==> src/rtl/motor_command_safety_gate_top_macros.svh <==
// Assertion macros for the motor command safety gate.
// Used by motor_command_safety_gate_top; expects clk and rst in scope.
`ifndef MOTOR_COMMAND_SAFETY_GATE_TOP_MACROS_SVH
`define MOTOR_COMMAND_SAFETY_GATE_TOP_MACROS_SVH

// Condition must hold at every edge outside reset.
`define MCSG_ASSERT(name, cond, msg) \
  name: assert property (@(posedge clk) disable iff (rst) (cond)) else $error(msg);

// Same-cycle implication.
`define MCSG_ASSERT_IMPL(name, ante, cons, msg) \
  name: assert property (@(posedge clk) disable iff (rst) (ante) |-> (cons)) else $error(msg);

// Next-cycle implication.
`define MCSG_ASSERT_NEXT(name, ante, cons, msg) \
  name: assert property (@(posedge clk) disable iff (rst) (ante) |=> (cons)) else $error(msg);

`endif

==> src/rtl/mcsg_pkg.sv <==
// Package for the motor command safety gate: event codes, register indexes,
// item type, duty scaling constants and the request clamp. No dependencies.
package mcsg_pkg;

  localparam int CMD_W    = 3;
  localparam int SEQ_W    = 32;
  localparam int REQ_W    = 32;
  localparam int DRV_W    = 11;  // signed, -1000..1000
  localparam int MAG_W    = 10;  // |drive| <= 1000
  localparam int AGE_W    = 16;
  localparam int TICK_W   = 32;
  localparam int DUTY_W   = 8;
  localparam int PWM_W    = 8;
  localparam int CFG_IDX_W  = 4;
  localparam int CFG_DATA_W = 16;

  // Event codes
  localparam logic [CMD_W-1:0] EV_COMMAND    = 3'd0;
  localparam logic [CMD_W-1:0] EV_TICK       = 3'd1;
  localparam logic [CMD_W-1:0] EV_LEFT_EDGE  = 3'd2;
  localparam logic [CMD_W-1:0] EV_RIGHT_EDGE = 3'd3;
  localparam logic [CMD_W-1:0] EV_CONNECT    = 3'd4;
  localparam logic [CMD_W-1:0] EV_DISCONNECT = 3'd5;

  // Register indexes
  localparam logic [CFG_IDX_W-1:0] CFG_TIMEOUT   = 4'd0;
  localparam logic [CFG_IDX_W-1:0] CFG_PWM_SCALE = 4'd1;

  localparam logic [AGE_W-1:0] TIMEOUT_RESET = 16'd300;
  localparam logic [AGE_W-1:0] AGE_MAX       = 16'hFFFF;

  localparam logic signed [DRV_W-1:0] DRV_LIMIT_POS = 11'sd1000;
  localparam logic signed [DRV_W-1:0] DRV_LIMIT_NEG = -11'sd1000;

  // x / 1000 for x < 2^18 equals (x * RECIP_1000) >> RECIP_SHIFT exactly.
  // The pwm register is kept pre-multiplied by RECIP_1000.
  localparam int RECIP_1000  = 268436;
  localparam int RECIP_SHIFT = 28;
  localparam int SCALE_W     = 27;
  localparam int PROD_W      = MAG_W + SCALE_W;
  localparam logic [SCALE_W-1:0] SCALE_RESET = SCALE_W'(255 * RECIP_1000);
  localparam logic [SCALE_W-1:0] RECIP_K     = SCALE_W'(RECIP_1000);

  typedef struct packed {
    logic [CMD_W-1:0]        cmd;
    logic [SEQ_W-1:0]        sequence_req;
    logic signed [REQ_W-1:0] left_request;
    logic signed [REQ_W-1:0] right_request;
    logic                    encoder_b_high;
    logic                    estop_low;
    logic                    left_bumper_low;
    logic                    right_bumper_low;
  } item_t;

  function automatic logic signed [DRV_W-1:0] clamp_req(input logic signed [REQ_W-1:0] v);
    logic signed [DRV_W-1:0] r;
    if (v > REQ_W'(DRV_LIMIT_POS)) begin
      r = DRV_LIMIT_POS;
    end else if (v < REQ_W'(DRV_LIMIT_NEG)) begin
      r = DRV_LIMIT_NEG;
    end else begin
      r = v[DRV_W-1:0];
    end
    return r;
  endfunction

endpackage

==> src/rtl/motor_command_safety_gate_top.sv <==
// Motor command safety gate: sequence check, clamp, command aging, e-stop
// latch, bumper gating, duty scaling and encoder counting.
// Depends on mcsg_pkg and motor_command_safety_gate_top_macros.svh.
//
//   channel | direction | handshake            | payload
//   --------+-----------+----------------------+-----------------------------------
//   in      | into      | in_valid / in_stall  | cmd, sequence_req, requests, pins
//   out     | out of    | out_valid / out_stall| duties, reverse bits, status, counts
//   cfg     | into      | cfg_valid / cfg_ready| cfg_index, cfg_data
//
// One event per cycle sustained while out_stall stays low. An event is held in
// the input register, is evaluated against the state in one pass (clamp, age
// update, stop decision, one 10x27 multiply per side for the duty) and lands in
// the result register, which raises out_valid.
// rst is synchronous: clears state, valids, and restores timeout 300 and
// full scale 255. cfg_ready is always high.
// out_stall holds the result register; the input register then holds too,
// and in_stall rises only while the input register is occupied.
`include "motor_command_safety_gate_top_macros.svh"

module motor_command_safety_gate_top (
  input  logic                                     clk,
  input  logic                                     rst,
  // input channel
  input  logic                                     in_valid,
  output logic                                     in_stall,
  input  logic [mcsg_pkg::CMD_W-1:0]               cmd,
  input  logic [mcsg_pkg::SEQ_W-1:0]               sequence_req,
  input  logic signed [mcsg_pkg::REQ_W-1:0]        left_request,
  input  logic signed [mcsg_pkg::REQ_W-1:0]        right_request,
  input  logic                                     encoder_b_high,
  input  logic                                     estop_low,
  input  logic                                     left_bumper_low,
  input  logic                                     right_bumper_low,
  // result channel
  output logic                                     out_valid,
  input  logic                                     out_stall,
  output logic [mcsg_pkg::DUTY_W-1:0]              left_duty,
  output logic                                     left_reverse,
  output logic [mcsg_pkg::DUTY_W-1:0]              right_duty,
  output logic                                     right_reverse,
  output logic                                     drive_stopped,
  output logic                                     estop_latched,
  output logic [mcsg_pkg::SEQ_W-1:0]               last_sequence,
  output logic signed [mcsg_pkg::TICK_W-1:0]       left_count,
  output logic signed [mcsg_pkg::TICK_W-1:0]       right_count,
  output logic [mcsg_pkg::AGE_W-1:0]               command_age,
  // configuration
  input  logic                                     cfg_valid,
  output logic                                     cfg_ready,
  input  logic [mcsg_pkg::CFG_IDX_W-1:0]           cfg_index,
  input  logic [mcsg_pkg::CFG_DATA_W-1:0]          cfg_data
);

  // ---------------------------------------------------------------- config
  logic [mcsg_pkg::AGE_W-1:0]   timeout;
  logic [mcsg_pkg::SCALE_W-1:0] duty_scale;  // pwm_full_scale * RECIP_1000

  assign cfg_ready = 1'b1;

  always_ff @(posedge clk) begin
    if (rst) begin
      timeout    <= mcsg_pkg::TIMEOUT_RESET;
      duty_scale <= mcsg_pkg::SCALE_RESET;
    end else if (cfg_valid) begin
      unique case (cfg_index)
        mcsg_pkg::CFG_TIMEOUT: begin
          timeout <= cfg_data;
        end
        mcsg_pkg::CFG_PWM_SCALE: begin
          duty_scale <= mcsg_pkg::SCALE_W'(cfg_data[mcsg_pkg::PWM_W-1:0]) * mcsg_pkg::RECIP_K;
        end
        default: begin
        end
      endcase
    end
  end

  // ---------------------------------------------------------- flow control
  mcsg_pkg::item_t item;
  logic            item_valid;
  logic            out_free;
  logic            step;
  logic            in_xfer;

  assign out_free = !out_valid || !out_stall;
  assign step     = item_valid && out_free;
  assign in_stall = item_valid && !out_free;
  assign in_xfer  = in_valid && !in_stall;

  always_ff @(posedge clk) begin
    if (rst) begin
      item_valid <= 1'b0;
    end else if (in_xfer) begin
      item_valid <= 1'b1;
    end else if (step) begin
      item_valid <= 1'b0;
    end
  end

  always_ff @(posedge clk) begin
    if (in_xfer) begin
      item.cmd              <= cmd;
      item.sequence_req     <= sequence_req;
      item.left_request     <= left_request;
      item.right_request    <= right_request;
      item.encoder_b_high   <= encoder_b_high;
      item.estop_low        <= estop_low;
      item.left_bumper_low  <= left_bumper_low;
      item.right_bumper_low <= right_bumper_low;
    end
  end

  // ------------------------------------------------------------------ state
  logic [mcsg_pkg::SEQ_W-1:0]         accepted_sequence, accepted_sequence_next;
  logic signed [mcsg_pkg::DRV_W-1:0]  left_drive, left_drive_next;
  logic signed [mcsg_pkg::DRV_W-1:0]  right_drive, right_drive_next;
  logic [mcsg_pkg::AGE_W-1:0]         age_counter, age_counter_next;
  logic                               stop_latch, stop_latch_next;
  logic [mcsg_pkg::TICK_W-1:0]        left_ticks, left_ticks_next;
  logic [mcsg_pkg::TICK_W-1:0]        right_ticks, right_ticks_next;

  logic [mcsg_pkg::TICK_W-1:0]        tick_delta;
  logic                               stopped;
  logic signed [mcsg_pkg::DRV_W-1:0]  cand_left, cand_right;
  logic signed [mcsg_pkg::DRV_W-1:0]  safe_left, safe_right;
  logic [mcsg_pkg::DRV_W-1:0]         abs_left, abs_right;
  logic [mcsg_pkg::PROD_W-1:0]        prod_left, prod_right;
  logic [mcsg_pkg::DUTY_W-1:0]        duty_left, duty_right;
  logic                               rev_left, rev_right;

  // encoder B high counts up, low counts down
  assign tick_delta = item.encoder_b_high ? mcsg_pkg::TICK_W'(1) : '1;

  always_comb begin
    accepted_sequence_next = accepted_sequence;
    cand_left              = left_drive;
    cand_right             = right_drive;
    age_counter_next       = age_counter;
    left_ticks_next        = left_ticks;
    right_ticks_next       = right_ticks;
    stopped                = 1'b0;

    unique case (item.cmd)
      mcsg_pkg::EV_COMMAND: begin
        // equal sequence is accepted, older is dropped
        if (item.sequence_req >= accepted_sequence) begin
          accepted_sequence_next = item.sequence_req;
          cand_left              = mcsg_pkg::clamp_req(item.left_request);
          cand_right             = mcsg_pkg::clamp_req(item.right_request);
          age_counter_next       = '0;
        end
      end
      mcsg_pkg::EV_TICK: begin
        if (age_counter != mcsg_pkg::AGE_MAX) begin
          age_counter_next = age_counter + mcsg_pkg::AGE_W'(1);
        end
      end
      mcsg_pkg::EV_LEFT_EDGE: begin
        left_ticks_next = left_ticks + tick_delta;
      end
      mcsg_pkg::EV_RIGHT_EDGE: begin
        right_ticks_next = right_ticks + tick_delta;
      end
      mcsg_pkg::EV_CONNECT: begin
        age_counter_next = '0;
      end
      mcsg_pkg::EV_DISCONNECT: begin
        stopped = 1'b1;
      end
      default: begin
      end
    endcase

    stop_latch_next = stop_latch || item.estop_low;
    if (stop_latch_next || (age_counter_next > timeout)) begin
      stopped = 1'b1;
    end

    left_drive_next  = stopped ? '0 : cand_left;
    right_drive_next = stopped ? '0 : cand_right;

    // bumper blocks forward drive on its side, output only
    safe_left  = (item.left_bumper_low && (left_drive_next > 0)) ? '0 : left_drive_next;
    safe_right = (item.right_bumper_low && (right_drive_next > 0)) ? '0 : right_drive_next;

    rev_left  = safe_left < 0;
    rev_right = safe_right < 0;
    abs_left  = rev_left ? mcsg_pkg::DRV_W'(-safe_left) : mcsg_pkg::DRV_W'(safe_left);
    abs_right = rev_right ? mcsg_pkg::DRV_W'(-safe_right) : mcsg_pkg::DRV_W'(safe_right);

    // |cmd| * pwm / 1000 via the pre-scaled reciprocal
    prod_left  = mcsg_pkg::PROD_W'(abs_left[mcsg_pkg::MAG_W-1:0]) *
                 mcsg_pkg::PROD_W'(duty_scale);
    prod_right = mcsg_pkg::PROD_W'(abs_right[mcsg_pkg::MAG_W-1:0]) *
                 mcsg_pkg::PROD_W'(duty_scale);
    duty_left  = prod_left[mcsg_pkg::RECIP_SHIFT +: mcsg_pkg::DUTY_W];
    duty_right = prod_right[mcsg_pkg::RECIP_SHIFT +: mcsg_pkg::DUTY_W];
  end

  always_ff @(posedge clk) begin
    if (rst) begin
      accepted_sequence <= '0;
      left_drive        <= '0;
      right_drive       <= '0;
      age_counter       <= '0;
      stop_latch        <= 1'b0;
      left_ticks        <= '0;
      right_ticks       <= '0;
    end else if (step) begin
      accepted_sequence <= accepted_sequence_next;
      left_drive        <= left_drive_next;
      right_drive       <= right_drive_next;
      age_counter       <= age_counter_next;
      stop_latch        <= stop_latch_next;
      left_ticks        <= left_ticks_next;
      right_ticks       <= right_ticks_next;
    end
  end

  // --------------------------------------------------------- result register
  always_ff @(posedge clk) begin
    if (rst) begin
      out_valid <= 1'b0;
    end else if (step) begin
      out_valid <= 1'b1;
    end else if (!out_stall) begin
      out_valid <= 1'b0;
    end
  end

  always_ff @(posedge clk) begin
    if (step) begin
      left_duty     <= duty_left;
      left_reverse  <= rev_left;
      right_duty    <= duty_right;
      right_reverse <= rev_right;
      drive_stopped <= stopped;
      estop_latched <= stop_latch_next;
      last_sequence <= accepted_sequence_next;
      left_count    <= left_ticks_next;
      right_count   <= right_ticks_next;
      command_age   <= age_counter_next;
    end
  end

  // -------------------------------------------------------------- checks
  logic out_idle;
  logic drive_zero;
  logic drive_in_range;

  assign out_idle       = (left_duty == '0) && (right_duty == '0) &&
                          !left_reverse && !right_reverse;
  assign drive_zero     = (left_drive == '0) && (right_drive == '0);
  assign drive_in_range = (left_drive <= mcsg_pkg::DRV_LIMIT_POS) &&
                          (left_drive >= mcsg_pkg::DRV_LIMIT_NEG) &&
                          (right_drive <= mcsg_pkg::DRV_LIMIT_POS) &&
                          (right_drive >= mcsg_pkg::DRV_LIMIT_NEG);

  `MCSG_ASSERT_NEXT(a_latch_sticky, stop_latch, stop_latch, "stop latch released without reset")
  `MCSG_ASSERT_IMPL(a_stop_zero_duty, out_valid && drive_stopped, out_idle, "duty while stopped")
  `MCSG_ASSERT_IMPL(a_latch_stops, out_valid && estop_latched, drive_stopped, "latch without stop")
  `MCSG_ASSERT_NEXT(a_stop_clears_drive, step && stopped, drive_zero, "drive kept after stop")
  `MCSG_ASSERT(a_drive_range, drive_in_range, "stored drive out of range")

endmodule

==> config.mk <==
export PLATFORM = sky130hd
export DESIGN_NAME = motor_command_safety_gate_top
export DESIGN_NICKNAME = d
export VERILOG_FILES = /design/src/rtl/mcsg_pkg.sv /design/src/rtl/motor_command_safety_gate_top.sv
export VERILOG_INCLUDE_DIRS = /design/src /design/src/rtl
export SDC_FILE = /design/constraint.sdc
export NUM_CORES = 2
export LEC_CHECK = 0
export BUFFER_PORTS_ARGS = -buffer_cell sky130_fd_sc_hd__buf_2
export CAP_MARGIN = 30
export CORE_MARGIN = 3
export CORE_UTILIZATION = 57
export CTS_CLUSTER_SIZE = 16
export DETAILED_ROUTE_END_ITERATION = 12
export GPL_ROUTABILITY_DRIVEN = 0
export PLACE_DENSITY = 0.79
export SYNTH_ARGS = -nofsm -noshare
export SYNTH_HDL_FRONTEND = slang
export SYNTH_SLANG_ARGS = --single-unit
==> constraint.sdc <==
create_clock -name clk -period 11.4 [get_ports clk]
set_clock_uncertainty 0.1 [all_clocks]
set_input_delay 1.14 -clock clk [delete_from_list [all_inputs] [get_ports clk]]
set_output_delay 1.14 -clock clk [all_outputs]
set_load 0.01 [all_outputs]
==> out/results.txt <==
run status: completed
top post-synthesis cells by count: 629 x nand2_1, 457 x inv_1, 371 x fa_1
post-synthesis cell type count: 79
DP Wirelength: 67050 µm
GRT Overall Usage: 28.02%
min Tclk post-route: 11.07 ns
mux contribution to synthesized area: 1.080%
CP delay by family, top: adder cells
Sink Count: 413
top-area cell type share of the netlist area: 20.68%
GR Overflow Total: 0
Async S/R FF share, synth: 0%
leak pwr: 19.01 nW
Crit. End Element: flip-flop
WP buf/inv: 7
I/O pin count: 263
YS warnings: 0
vias in the first global route: 29.10k
largest net degree at the start of global routing: 142
largest area contributor in the netlist: fa_1
Root Driver: clkbuf_16
drt drc: 0
Syn Nets: 4680
xor/xnor share of the synthesized area: 2.732%
Setup Crit Path Kind: flip-flop to flip-flop
max-cap violations: 0
DIE HEIGHT: 257.0 µm
maximum vdd drop: 0.1129 mV
slowest CP cell: nor4_1
# hold bufs at CTS: 0
endpoints failing setup: 0
Tcrit/Tclk final: 97.10%
Routed Antenna Nets: 0
Top FF cell, synth: edfxtp_1
share of cells above drive strength 1: 12.99%
Slew Limit Fails: 0
via count of the routed design: 28.71k
CTS H-tree lvls: 2
final hold vios: 0
CTS Buf Count: 45
Layout area overhead: 12.82%
Starting Density: 57.86%
Post-Place Worst Slack: -0.3700 ns
Buffers on Ports: 261
drt initial violations: 2182
setup TNS: 0 ns
wire length per cell: 18.66 µm
final worst slack: 0.3303 ns
Worst EP arrival: 11.33 ns
Final #Nets: 4911
worst min path class: flip-flop to flip-flop
DR vias/cell: 5.744
final WL: 93270 µm
Worst-Margin Slew: 1.111 ns
die width: 257.0 µm
post-synthesis simple-gate area fraction: 17.67%
largest family of logic cells by synthesized area: adder cells
Max Root-Sink Buffers: 3
sequential area share after synthesis: 29.58%
#FFs+latches synth: 413
CTS tree: done
PwrDens: 93.80 nW/µm²
first-pass GRT wire length: 150000 µm
highest clock rate: 0.09034 GHz
initial antenna violation count: 17
Top cell by count, worst path: nand3_1
CP Data Required Time: 11.66 ns
top cells by area, synth: fa_1 21%, edfxtp_1 20%, ha_1 10%
count leader, synth: nand2_1
fillers: 4824
nature of the critical path startpoint: flip-flop
Synth Cell Area: 35910 µm²
Synth Area in Adders: 31.10%
slowest stage delay, CP: 0.79 ns
clock slew at reported path FFs: 0.06 ns
CP Max Fanout: 46
core area: 62050 µm²
clk_lat worst skew: 0.60 ns
number of flops mapped to enable cells by yosys: 235
Rel. slew slack: 25.86%
FP Rows: 91
die area: 66040 µm²
Synth Area in Compound Gates: 10.99%
DRT Pass-1 Iters: 6
syn_area_per_cell: 9.250 µm²
post-synthesis cell count: 3882
-- metrics by stage --
step | util, % | area (µm²) | std cells | power (mW) | hold WS (ns)
CTS | 64.40 | 39960 | 4965 | 3.802 | 0.3557
finish | 65.28 | 40510 | 4998 | 3.800 | 0.3559
floorplan | - | 35930 | 3882 | 2.139 | 0.3290
global route | 65.26 | 40500 | 4993 | 3.970 | 0.3873
global placement | 61.79 | 38350 | 4876 | 2.307 | 0.3392
detailed placement | 61.86 | 38390 | 4878 | 2.324 | 0.3509
-- kinds of logic after synthesis --
logic type	count (synthesis)
flip-flops	413
AND/OR/NAND/NOR	1357
buffers and inverters	651
other	1
multiplexers	36
XOR/XNOR	112
adder cells (fa/ha/maj)	670
AO/OA/AOI/OAI	642
-- sequential cells by signal, indices dropped and copies added (netlist names) --
register           count
stop_latch             1
right_ticks           32
right_duty             8
out_valid              1
right_drive           11
command_age           16
item_valid             1
left_ticks            32
left_drive            11
drive_stopped          1
duty_scale            25
right_count           32
last_sequence         32
age_counter           16
right_reverse          1
item                 103
left_count            32
left_duty              8
left_reverse           1
timeout               16
estop_latched          1
accepted_sequence     32
-- repair_timing --
item                       CTS  global route
gates cloned                 0             3
gates resized for setup     10            57
buffers inserted             3            15
setup endpoints to repair   11            14
pin swaps                    1            35
-- cells in the final DEF, fill, tap and decap left out, types with 147 or more instances in the layout --
master and instances:
inv_1 454, buf_2 262, a21oi_1 214, nand2_1 627, dfxtp_1 178, nor2_1 193, edfxtp_1 235, o21ai_0 147
ha_1 297, fa_1 368
-- final timing paths --
check                                               from                       end  slack (ns)  depth (start not counted)
worst max-delay path                  item[74]$_DFFE_PP_    left_duty[0]$_DFFE_PP_        0.33                         39
worst max register to register        item[74]$_DFFE_PP_    left_duty[0]$_DFFE_PP_        0.33                         39
worst min register to register  timeout[10]$_SDFFE_PP0P_  timeout[10]$_SDFFE_PP0P_        0.36                          2
worst min-delay path            timeout[10]$_SDFFE_PP0P_  timeout[10]$_SDFFE_PP0P_        0.36                          2
-- worst min-delay path, delay by kind of cell (launching register included) --
| family | cells | cell delay (ns) |
|---|---|---|
| flops | 1 | 0.31 |
| simple gates | 1 | 0.05 |
| compound gates | 1 | 0.05 |
-- cell type report --
class	instances	area [µm²]	share of cell area [%]
repair buffers	376	2374	5.859
multi-input cells	2818	23200	57.27
inverters	459	1735	4.284
clock buffers	66	1306	3.225
diodes	11	27.53	0.06795
well taps	837	1047	2.585
flip-flops and latches	413	10620	26.22
clock inverters	18	200.2	0.4942
-- metal layers --
layer,vias to the layer above,track usage [%],share of wire (%)
met3,262,6.712,8.7
li1,13380,-,-
met1,13920,35.42,39
met5,-,0,0.12
met2,1134,47.01,48
met4,14,10.20,3.9
-- power breakdown --
group / internal, mW / switching [mW] / total (mW) / leakage [nW]
registers: 1.65 / 0.0418 / 1.69 / 3.73
logic: 0.248 / 0.384 / 0.632 / 14.5
clock network: 0.852 / 0.626 / 1.48 / 0.743
total: 2.75 / 1.05 / 3.80 / 19.0
Power figures use the tool's default switching activity.
